$ cat src/hdl/assert_macros.svh
// Assertion macros for the top-level RTL file of the link packet receiver.
// No dependencies; take in with an include of the bare file name.
`ifndef ASSERT_MACROS_SVH
`define ASSERT_MACROS_SVH
`ifndef SYNTH
// Check that prop holds at every rising edge outside reset.
`define ASSERT_HOLDS(lbl, clk, rstn, prop) \
  lbl: assert property (@(posedge clk) disable iff (!rstn) (prop)) \
    else $error("assertion failed");
// Check that cond is never true at a rising edge outside reset.
`define ASSERT_NEVER(lbl, clk, rstn, cond) \
  lbl: assert property (@(posedge clk) disable iff (!rstn) !(cond)) \
    else $error("assertion failed");
`else
`define ASSERT_HOLDS(lbl, clk, rstn, prop)
`define ASSERT_NEVER(lbl, clk, rstn, cond)
`endif
`endif

$ cat src/hdl/lpr_pkg.sv
// Types and constants of the link packet receiver.
// No dependencies; used by lpr_fsm, link_packet_receiver and the testbench.
package lpr_pkg;

  typedef enum logic [1:0] {
    ST_BUSY    = 2'd0,
    ST_DONE    = 2'd1,
    ST_TIMEOUT = 2'd2,
    ST_MISSES  = 2'd3
  } status_t;

  typedef enum logic [1:0] {
    REG_HANDSHAKE = 2'd0,
    REG_MAX_MISS  = 2'd1,
    REG_SEED      = 2'd2
  } reg_idx_t;

  localparam logic [7:0]  HANDSHAKE_RST = 8'hAA;
  localparam logic [4:0]  MAX_MISS_RST  = 5'd20;
  localparam logic [31:0] SEED_RST      = 32'hFADEBABE;
  localparam logic [7:0]  TX_IDLE       = 8'h00;
  localparam logic [7:0]  TX_LENGTH     = 8'hFF;

  typedef struct packed {
    logic [7:0]  handshake;
    logic [4:0]  max_miss;
    logic [31:0] seed;
  } cfg_t;

  typedef struct packed {
    logic [7:0]  tx_next;
    logic        payload_valid;
    logic [7:0]  payload_byte;
    logic [7:0]  payload_index;
    status_t     packet_status;
    logic [8:0]  packet_length;
    logic [31:0] packet_checksum;
  } res_t;

endpackage

$ cat src/hdl/lpr_fsm.sv
// Packet phase state machine: holds phase, miss count, length, position and
// running checksum, and forms the result of one item. Depends on lpr_pkg.
module lpr_fsm (
  input  logic          clk,
  input  logic          rst_n,
  input  logic          step_en,
  input  logic [7:0]    rx_byte,
  input  logic          rx_timeout,
  input  lpr_pkg::cfg_t cfg,
  output lpr_pkg::res_t res
);
  import lpr_pkg::*;

  typedef enum logic [1:0] {
    PH_WAIT    = 2'd0,
    PH_ECHO    = 2'd1,
    PH_LENGTH  = 2'd2,
    PH_PAYLOAD = 2'd3
  } phase_t;

  phase_t      phase_r, phase_nxt;
  logic [4:0]  miss_r, miss_nxt, miss_inc;
  logic [8:0]  len_r, len_nxt;
  logic [8:0]  pos_r, pos_nxt, pos_inc;
  logic [31:0] sum_r, sum_nxt, sum_mix;

  assign miss_inc = miss_r + 5'd1;
  assign pos_inc  = pos_r + 9'd1;
  assign sum_mix  = {sum_r[28:0], 3'b000} | ({29'd0, sum_r[31:29]} ^ {24'd0, rx_byte});

  always_comb begin
    phase_nxt = phase_r;
    miss_nxt  = miss_r;
    len_nxt   = len_r;
    pos_nxt   = pos_r;
    sum_nxt   = sum_r;
    res       = '0;
    res.tx_next       = TX_IDLE;
    res.packet_status = ST_BUSY;
    if (rx_timeout) begin
      res.packet_status = ST_TIMEOUT;
      phase_nxt = PH_WAIT;
      miss_nxt  = '0;
    end else begin
      unique case (phase_r)
        PH_WAIT: begin
          if (rx_byte == cfg.handshake) begin
            sum_nxt   = cfg.seed;
            miss_nxt  = '0;
            phase_nxt = PH_ECHO;
            res.tx_next = cfg.handshake;
          end else if (miss_inc >= cfg.max_miss || miss_inc == 5'd0) begin
            res.packet_status = ST_MISSES;
            miss_nxt = '0;
          end else begin
            miss_nxt = miss_inc;
          end
        end
        PH_ECHO: begin
          phase_nxt   = PH_LENGTH;
          res.tx_next = TX_LENGTH;
        end
        PH_LENGTH: begin
          len_nxt   = {1'b0, rx_byte} + 9'd1;
          pos_nxt   = '0;
          phase_nxt = PH_PAYLOAD;
        end
        PH_PAYLOAD: begin
          res.payload_valid = 1'b1;
          res.payload_byte  = rx_byte;
          res.payload_index = pos_r[7:0];
          sum_nxt = sum_mix;
          pos_nxt = pos_inc;
          if (pos_inc >= len_r || pos_inc == 9'd0) begin
            res.packet_status   = ST_DONE;
            res.packet_length   = len_r;
            res.packet_checksum = sum_mix;
            phase_nxt = PH_WAIT;
            miss_nxt  = '0;
          end else begin
            res.tx_next = pos_inc[7:0];
          end
        end
        default: ;
      endcase
    end
  end

  always_ff @(posedge clk) begin
    if (!rst_n) begin
      phase_r <= PH_WAIT;
      miss_r  <= '0;
      len_r   <= '0;
      pos_r   <= '0;
      sum_r   <= SEED_RST;
    end else if (step_en) begin
      phase_r <= phase_nxt;
      miss_r  <= miss_nxt;
      len_r   <= len_nxt;
      pos_r   <= pos_nxt;
      sum_r   <= sum_nxt;
    end
  end

endmodule

$ cat src/hdl/link_packet_receiver.sv
// Top level of the link packet receiver: input register, configuration
// registers and result register around lpr_fsm. Depends on lpr_pkg, lpr_fsm and assert_macros.svh.
//
// Receive side of a full-duplex byte link. Each input item is the byte of one
// completed transfer (or a timeout flag); each result item is the byte to load
// for the next transfer, plus payload, status, length and checksum fields.
// Exactly one result item leaves for every input item, in order. The block
// takes one item per cycle while results are taken. An item waits in the
// input register, where the phase logic in lpr_fsm evaluates it, until it
// advances and its result is loaded into the result register. The input
// register can take a new item while a finished result waits, if it is empty.
// Configuration writes (cfg_we, cfg_index, cfg_data) take effect at once
// and are meant for idle periods; a new checksum seed is loaded at
// the next handshake. Writes to an index beyond the register list are dropped.
`include "assert_macros.svh"
module link_packet_receiver (
  input  logic        clk,
  input  logic        rst_n,
  input  logic        in_valid,
  output logic        in_ready,
  input  logic [7:0]  in_rx_byte,
  input  logic        in_rx_timeout,
  output logic        out_valid,
  input  logic        out_ready,
  output logic [7:0]  out_tx_next,
  output logic        out_payload_valid,
  output logic [7:0]  out_payload_byte,
  output logic [7:0]  out_payload_index,
  output logic [1:0]  out_packet_status,
  output logic [8:0]  out_packet_length,
  output logic [31:0] out_packet_checksum,
  input  logic        cfg_we,
  input  logic [1:0]  cfg_index,
  input  logic [31:0] cfg_data
);
  import lpr_pkg::*;

  // configuration registers
  cfg_t cfg_r;

  // input register: holds the item being evaluated
  logic       stg_valid_r;
  logic [7:0] stg_rx_r;
  logic       stg_to_r;

  // result register
  logic out_valid_r;
  res_t res_r;
  res_t res_comb;

  logic adv;

  // advance the staged item when the result register is free or draining
  assign adv      = stg_valid_r && (!out_valid_r || out_ready);
  assign in_ready = !stg_valid_r || adv;

  always_ff @(posedge clk) begin
    if (!rst_n) begin
      cfg_r.handshake <= HANDSHAKE_RST;
      cfg_r.max_miss  <= MAX_MISS_RST;
      cfg_r.seed      <= SEED_RST;
    end else if (cfg_we) begin
      unique case (cfg_index)
        REG_HANDSHAKE: cfg_r.handshake <= cfg_data[7:0];
        REG_MAX_MISS:  cfg_r.max_miss  <= cfg_data[4:0];
        REG_SEED:      cfg_r.seed      <= cfg_data;
        default: ;     // drop writes beyond the register list
      endcase
    end
  end

  // capture a new item whenever the input register is empty or advancing
  always_ff @(posedge clk) begin
    if (!rst_n) begin
      stg_valid_r <= 1'b0;
    end else if (in_ready) begin
      stg_valid_r <= in_valid;
    end
  end

  always_ff @(posedge clk) begin
    if (in_valid && in_ready) begin
      stg_rx_r <= in_rx_byte;
      stg_to_r <= in_rx_timeout;
    end
  end

  lpr_fsm u_fsm (
    .clk        (clk),
    .rst_n      (rst_n),
    .step_en    (adv),
    .rx_byte    (stg_rx_r),
    .rx_timeout (stg_to_r),
    .cfg        (cfg_r),
    .res        (res_comb)
  );

  // load the result on advance, clear valid once taken
  always_ff @(posedge clk) begin
    if (!rst_n) begin
      out_valid_r <= 1'b0;
    end else if (adv) begin
      out_valid_r <= 1'b1;
    end else if (out_ready) begin
      out_valid_r <= 1'b0;
    end
  end

  always_ff @(posedge clk) begin
    if (adv) begin
      res_r <= res_comb;
    end
  end

  assign out_valid           = out_valid_r;
  assign out_tx_next         = res_r.tx_next;
  assign out_payload_valid   = res_r.payload_valid;
  assign out_payload_byte    = res_r.payload_byte;
  assign out_payload_index   = res_r.payload_index;
  assign out_packet_status   = res_r.packet_status;
  assign out_packet_length   = res_r.packet_length;
  assign out_packet_checksum = res_r.packet_checksum;

  `ASSERT_HOLDS(a_adv_loads, clk, rst_n, adv |=> out_valid_r)
  `ASSERT_HOLDS(a_stall_cause, clk, rst_n, !in_ready |-> (stg_valid_r && out_valid_r && !out_ready))
  `ASSERT_HOLDS(a_done_payload, clk, rst_n, (out_valid_r && res_r.packet_status == ST_DONE) |-> res_r.payload_valid)
  `ASSERT_HOLDS(a_len_zero, clk, rst_n, (out_valid_r && res_r.packet_status != ST_DONE) |-> (res_r.packet_length == 9'd0 && res_r.packet_checksum == 32'd0))
  `ASSERT_NEVER(a_idle_payload, clk, rst_n, out_valid_r && !res_r.payload_valid && (res_r.payload_byte != 8'd0 || res_r.payload_index != 8'd0))

endmodule

$ cat config.mk
export PLATFORM = sky130hd
export DESIGN_NAME = link_packet_receiver
export DESIGN_NICKNAME = d
export VERILOG_FILES = /design/src/hdl/lpr_pkg.sv /design/src/hdl/lpr_fsm.sv /design/src/hdl/link_packet_receiver.sv
export VERILOG_INCLUDE_DIRS = /design/src /design/src/hdl
export SDC_FILE = /design/constraint.sdc
export NUM_CORES = 1
export LEC_CHECK = 0
export ABC_AREA = 0
export ABC_CLOCK_PERIOD_IN_PS = 7770
export BUFFER_PORTS_ARGS = -buffer_cell sky130_fd_sc_hd__buf_2
export CAP_MARGIN = 20
export CORE_AREA = 2 2 133 135
export CTS_BUF_LIST = sky130_fd_sc_hd__clkbuf_8 sky130_fd_sc_hd__clkbuf_16
export DETAILED_ROUTE_END_ITERATION = 16
export DIE_AREA = 0 0 135 137
export PLACE_DENSITY = 0.68
export REMOVE_ABC_BUFFERS = 1
export SLEW_MARGIN = 15
export SYNTH_ARGS = -nofsm -noshare
export SYNTH_HDL_FRONTEND = slang
export SYNTH_HIERARCHICAL = 1
export SYNTH_SLANG_ARGS = --single-unit
export TNS_END_PERCENT = 1
$ cat constraint.sdc
create_clock -name clk -period 7.77 [get_ports clk]
set_clock_uncertainty 0.05 [all_clocks]
set_input_delay 1.554 -clock clk [delete_from_list [all_inputs] [get_ports clk]]
set_output_delay 1.554 -clock clk [all_outputs]
set_load 0.03 [all_outputs]
==> metrics.yaml, run 1 <==
syn_to_final_growth_pct: 14.93
die_x_um: 135
clk_latency_ns: 0.44
hold_path.class: "reg2reg"
slew_violations: 0
synthTopCellsByArea: "edfxtp_1 27%, dfxtp_1 25%, mux2i_1 7.6%"
ys_ff_latch: 181
slew_headroom: 0.3200
cts.hold.buffers_added: 0
io_pins: 118
n_fill_cell: 1512
grt_first_pass_wirelength_mm: 29.27
ff_latch_area_sq_um: 4394
top_layer_used: "met4"
cp.required_ns: 7.91
die_area_sq_um: 18500
p_leak_nw: 4.119
setup_viol_count_final: 0
fin_crit_ns: 3.741
pwr_density_cell_nw_per_um2: 209.9
met3WireLength_um: 915
io_buffers: 117
groute.usage.overall: 0.2044
min_path_cells: 2
antenna_cells: 0
drc: 0
crit_slowest_cell: "or2_1"
postRouteWirelength_mm: 18.54
gp_congestion: 0.8755
netlist_instances: 795
synth_largest_area_cell: "edfxtp_1"
wl_met2_mm: 8.489
synth_area_sq_um: 8408
cts_made_buffers: 17
drv_cap: 0
viasPerCell: 5.318
synth_warnings: 6
outcome: "completed"
clock-root-buffer: "clkbuf_16"
p_seq_frac: 0.509
ff2ff_path_depth: 11
grt_pass1_vias: 5635
synth_ff_type: "dfxtp_1"
pwr-share-comb: 0.061
arrival_ns: 3.88
hpwlAfterDp_mm: 12.00
clkSinkCount: 181
yosysSeqAreaShare: 0.5226
m1WireLength_mm: 8.915
drtAntennaViolNets: 0
cts-resized-gates: 0
netlist.area_leader.share: 0.2750
layout_setup_ws_ns: 4.029
pre_cts_ws_ns: 3.700
path_cells: "ha_1, nand3_1, xnor2_1, ha_1, a211oi_1, nor2_1, a211oi_1, o21ai_1, buf_4, or2_1, and3_1"
fin_util: 0.5665
first_pass_iters: 5
drive_gt1_frac: 0.1902
async_flop_share: 0
cts.clk_slew.worst_paths_ns: 0.07
fp.dieH_um: 137
path_class: "reg2reg"
tightestPinTransition_ns: 1.020
total_power_mw: 2.028
tns_ns: 0
final_hold_viol_count: 0
rsz0062_at_grt: "no"
start_util: 0.4930
nets: 953
cp-start-kind: "flip-flop"
critPathMaxFanout: 26
core_sq_um: 17060
final_cell_mix: "116 x buf_2, 104 x dfxtp_1, 90 x nand2_1"
post_cts_buffers: 0
p_sw_uw: 498.5
wl_per_cell_um: 16.56
grt_start_max_net_pins: 74
row_count: 48
clkPwrFrac: 0.429
cpPeakStageDelay_ns: 0.60
cts_max_level: 4
fmax_mhz: 267.3
fin_crit_sh: 0.4814
crit_path_end_kind: "flip-flop"
intPower_mw: 1.530
peakVddDrop_uv: 165.6
syn_avg_cell_area_sq_um: 10.58
clock_path_buffers: 2
cts_tree: "yes"
netSwitchingFraction: 0.2457
overflow: 0
multi_input_area_sq_um: 3595
drt_iter0_drc: 442
synth_edf_count: 77
ys_types: 59
final_common_cell: "buf_2"
vias: 5951
antenna_found_initial: 0
-- state kept, by name, indices dropped and copies added, names as in the netlist --
register	cells
stg_valid_r	1
out_packet_length	9
stg_to_r	1
out_payload_valid	1
out_packet_checksum	32
stg_rx_r	8
out_payload_index	8
out_payload_byte	8
out_valid	1
out_tx_next	8
out_packet_status	2
u_fsm/phase_r	2
u_fsm/miss_r	5
cfg_r	45
u_fsm/pos_r	9
u_fsm/len_r	9
u_fsm/sum_r	32
-- area by class of cell --
type | instances | area share
Clock buffer | 20 | 0.05063
Clock inverter | 12 | 0.01282
Inverter | 37 | 0.01437
Multi-Input combinational cell | 520 | 0.3720
Sequential cell | 181 | 0.4547
Tap cell | 225 | 0.02913
Timing Repair Buffer | 124 | 0.06630
-- worst max-delay path: cells and delay by family (launching register included) --
family / cells / cell delay (ns)
AOI/OAI and AO/OA: 3 / 0.58
and+or+nand+nor: 4 / 1.17
xor gates and xnor gates: 1 / 0.32
buffers and inverters: 1 / 0.19
DFF: 1 / 0.51
adders and majority gates: 2 / 0.67
-- final timing paths --
check / startpoint / end / slack, ns
setup / recovery: u_fsm/pos_r[0]$_SDFFE_PN0P_ / out_packet_checksum[22]$_DFFE_PP_ / 4.03
hold reg to reg: cfg_r[16]$_SDFFE_PN0P_ / cfg_r[16]$_SDFFE_PN0P_ / 0.41
setup reg to reg: u_fsm/pos_r[0]$_SDFFE_PN0P_ / out_packet_checksum[22]$_DFFE_PP_ / 4.03
hold / removal: cfg_r[16]$_SDFFE_PN0P_ / cfg_r[16]$_SDFFE_PN0P_ / 0.41
-- metal layers --
layer / up-vias / track usage
met4: 0 / 0.06076
met1: 2788 / 0.2873
met3: 16 / 0.03741
met5: - / 0
met2: 163 / 0.3235
li1: 2984 / -
-- synthesized netlist by cell type (all sizes together) (8+ instances only) --
| master | instances |
|---|---|
| a21oi | 28 |
| and2 | 18 |
| and3 | 25 |
| buf | 32 |
| clkbuf | 25 |
| dfxtp | 104 |
| edfxtp | 77 |
| ha | 24 |
| inv | 37 |
| mux2i | 64 |
| nand2 | 90 |
| nand3 | 10 |
| nand4b | 18 |
| nor2 | 43 |
| nor2b | 37 |
| nor3 | 11 |
| o211a | 15 |
| o211ai | 35 |
| o21ai | 10 |
| o31a | 8 |
| xnor2 | 24 |
-- power groups by stage --
stage	sequential, mW	combinational, mW	clock, mW
final	1.03	0.124	0.871
after global routing	1.04	0.135	0.917
after CTS	1.03	0.126	0.883
after detailed placement	1.05	0.125	0
after global placement	1.05	0.124	0
after floorplan	1.08	0.0469	0
-- per-stage QoR --
| step | std cells | hold slack, ns | area (sq um) |
|---|---|---|---|
| 4_1_cts | 1119 | 0.4118 | 9659 |
| 5_1_grt | 1119 | 0.4319 | 9663 |
| 3_3_place_gp | 1087 | 0.3932 | 9046 |
| 3_5_place_dp | 1087 | 0.3963 | 9046 |
| 2_1_floorplan | 738 | 0.3841 | 8110 |
| 6_report | 1119 | 0.4102 | 9663 |
-- kinds of logic (layout without fill, tap and decap cells) --
| logic type | count (synthesis) | after routing | synth area share |
|---|---|---|---|
| and+or+nand+nor | 279 | 279 | 0.1743 |
| DFF | 181 | 181 | 0.5226 |
| AOI/OAI and AO/OA | 125 | 125 | 0.1101 |
| buffers and inverters | 94 | 193 | 0.05193 |
| muxes | 64 | 64 | 0.07619 |
| xor gates and xnor gates | 28 | 28 | 0.02917 |
| adders and majority gates | 24 | 24 | 0.03571 |
No activity file was read; power rests on OpenSTA's default activity.
==> run 2, diff against run 1 <==
--- a/config.mk
+++ b/config.mk
@@ -7,14 +7,14 @@
 export NUM_CORES = 1
 export LEC_CHECK = 0
 export ABC_AREA = 0
-export ABC_CLOCK_PERIOD_IN_PS = 7770
+export ABC_CLOCK_PERIOD_IN_PS = 3000
 export BUFFER_PORTS_ARGS = -buffer_cell sky130_fd_sc_hd__buf_2
 export CAP_MARGIN = 20
 export CORE_AREA = 2 2 133 135
 export CTS_BUF_LIST = sky130_fd_sc_hd__clkbuf_8 sky130_fd_sc_hd__clkbuf_16
 export DETAILED_ROUTE_END_ITERATION = 16
 export DIE_AREA = 0 0 135 137
-export PLACE_DENSITY = 0.68
+export PLACE_DENSITY = 0.71
 export REMOVE_ABC_BUFFERS = 1
 export SLEW_MARGIN = 15
 export SYNTH_ARGS = -nofsm -noshare
==> constraint.sdc (replaced) <==
create_clock -name clk -period 3 [get_ports clk]
set_clock_uncertainty 0.05 [all_clocks]
set_input_delay 0.6 -clock clk [delete_from_list [all_inputs] [get_ports clk]]
set_output_delay 0.6 -clock clk [all_outputs]
set_load 0.03 [all_outputs]
==> metrics.yaml, run 2 (synthesis results as in run 1) <==
outcome: "completed"
gp_congestion: 0.8139  # -7.0%
drive_gt1_frac: 0.2181  # +0.02795
overflow: 0  # unchanged
post-route-cell-area_sq_um: 9877  # +2.2%
cpPeakStageDelay_ns: 0.37  # -0.23 ns
die_x_um: 135  # unchanged
critPathMaxFanout: 26  # unchanged
drtAntennaViolNets: 0  # unchanged
grt_first_pass_wirelength_mm: 30.57  # +4.5%
wl_per_cell_um: 16.95  # +2.4%
grt_pass1_vias: 5871  # +4.2%
r2r-end: "out_packet_checksum[20]$_DFFE_PP_"
cp-start-kind: "flip-flop"
clk_latency_ns: 0.43  # about the same
cts_max_level: 4  # unchanged
fin_crit_ns: 2.811  # -0.9296 ns
rrSetupSlack_ns: 0.19  # -3.84 ns
whs_endpoint: "stg_rx_r[2]$_DFFE_PP_"
tightestPinTransition_ns: 0.8887  # -0.1314 ns
fmax_mhz: 355.7  # +33%
groute.usage.overall: 0.2131  # +0.008719
start_util: 0.4930  # unchanged
nets: 976  # +2.4%
row_count: 48  # unchanged
largest_reg_flops: 45  # unchanged
hold_path.class: "in2reg"
fin_crit_sh: 0.9370  # +0.4556
path_class: "reg2reg"
cts_made_buffers: 17  # unchanged
place_area_sq_um: 9204  # +1.7%
ff2ff_path_depth: 12  # +1
cts_tree: "yes"
min_path_cells: 1  # -1
drv_cap: 0  # unchanged
slew_violations: 0  # unchanged
intPower_mw: 3.994  # +160%
first_pass_iters: 5  # unchanged
clkSinkCount: 181  # unchanged
antenna_cells: 0  # unchanged
hpwlAfterDp_mm: 12.70  # +5.8%
rr_startpoint: "u_fsm/pos_r[1]$_SDFFE_PN0P_"
core_sq_um: 17060  # unchanged
total_power_mw: 5.274  # +160%
die_area_sq_um: 18500  # unchanged
drt_iter0_drc: 526  # +19%
crit_slowest_cell: "dfxtp_2"
postRouteWirelength_mm: 19.36  # +4.5%
io_pins: 118  # unchanged
arrival_ns: 2.95  # -0.93 ns
netSwitchingFraction: 0.2427  # -0.003001
setup_viol_count_final: 0  # unchanged
final_cell_mix: "116 x buf_2, 103 x dfxtp_1, 89 x nand2_1"
cts.clk_slew.worst_paths_ns: 0.07  # about the same
path_common_cell: "ha_1"
clkPwrFrac: 0.429  # about the same
final_hold_viol_count: 0  # unchanged
pwr-share-comb: 0.064  # +0.003
antenna_found_initial: 0  # unchanged
slew_headroom: 0.4075  # +0.08749
cp.required_ns: 3.14  # -4.77 ns
fp.dieH_um: 137  # unchanged
clock-root-buffer: "clkbuf_16"
crit_path_end_kind: "flip-flop"
io_buffers: 117  # unchanged
regMostFlops: "cfg_r"
pwr_density_cell_nw_per_um2: 534.0  # +150%
final_common_cell: "buf_2"
p_seq_frac: 0.507  # -0.002
viasPerCell: 5.377  # +1.1%
path_cells: "ha_1, and4_4, nand2_1, xnor2_2, ha_1, o21ai_0, nor2_1, a211oi_2, o21ai_1, or2_1, buf_6, and3_1"
syn_to_final_growth_pct: 17.47
min-delay-start: "in_rx_byte[2]"
vias: 6140  # +3.2%
grt_start_max_net_pins: 51  # -31%
drc: 0  # unchanged
startpoint: "u_fsm/pos_r[1]$_SDFFE_PN0P_"
clock_path_buffers: 2  # unchanged
p_leak_nw: 4.273  # +3.7%
p_sw_mw: 1.280  # +160%
peakVddDrop_uv: 466.6  # +180%
[run 2: what timing repair did]
| action | CTS | global route |
|---|---|---|
| resized for setup | 0 | 12 |
| endpoints found under the setup margin | 0 | 57 |
| hold buffers | 0 | 0 |
| buffers inserted | 0 | 1 |
[run 2: how the worst max path moves through the flow]
stage,to,slack [ns],depth (start not counted)
after global placement,out_packet_checksum[25]$_DFFE_PP_,0.21,12
after global routing,out_packet_checksum[15]$_DFFE_PP_,-0.007,12
after CTS,u_fsm/miss_r[0]$_SDFFE_PN0P_,0.02,12
after floorplan,u_fsm/pos_r[8]$_SDFFE_PN0P_,-2.42,8
final,out_packet_checksum[20]$_DFFE_PP_,0.19,12
after detailed placement,out_packet_length[0]$_DFFE_PP_,0.07,12
[run 2: layout make-up]
cell class | instances | area, sq um
multi-input cells | 520 | 3632
fillers | 1498 | 7179
repair buffers | 147 | 824.5
flip-flops and latches | 181 | 4395
well taps | 225 | 281.5
inverters | 37 | 138.9
clock inverters | 13 | 140.1
clock buffers | 19 | 464.2
[run 2: power groups by stage]
stage / clock network [mW] / logic [mW] / registers, mW
floorplan: 0 / 0.122 / 2.79
global placement: 0 / 0.334 / 2.73
detailed placement: 0 / 0.337 / 2.73
CTS: 2.29 / 0.339 / 2.67
global route: 2.39 / 0.368 / 2.68
finish: 2.26 / 0.338 / 2.67
[run 2: critical path: cells and delay by family, from the launching register on]
kind / cells / cell delay, ns
and+or+nand+nor: 5 / 0.91
xor gates and xnor gates: 1 / 0.19
AOI/OAI and AO/OA: 3 / 0.35
DFF: 1 / 0.37
buffers and inverters: 1 / 0.18
adders and majority gates: 2 / 0.52
[run 2: layer usage]
metal / track usage / part of all wire / routed length (um) / vias up
met5: 0 / 0 / 0 / -
met2: 0.3497 / 0.47 / 9079 / 167
met4: 0.05787 / 0.014 / 263 / 0
li1: - / - / - / 3034
met3: 0.04444 / 0.050 / 971 / 21
met1: 0.2878 / 0.47 / 9047 / 2918
[run 2: metrics by stage]
stage          setup WS [ns]  cells  TNS [ns]  hold WS [ns]  utilization
3_5_place_dp         0.06625   1108         0        0.3967       0.5396
4_1_cts              0.02402   1140         0        0.2811       0.5750
2_1_floorplan         -2.423    738   -230.19        0.3841            -
5_1_grt            -0.007486   1142  -0.01954        0.2784       0.5791
6_report              0.1890   1142         0        0.2936       0.5791
3_3_place_gp          0.2059   1108         0        0.3946       0.5396
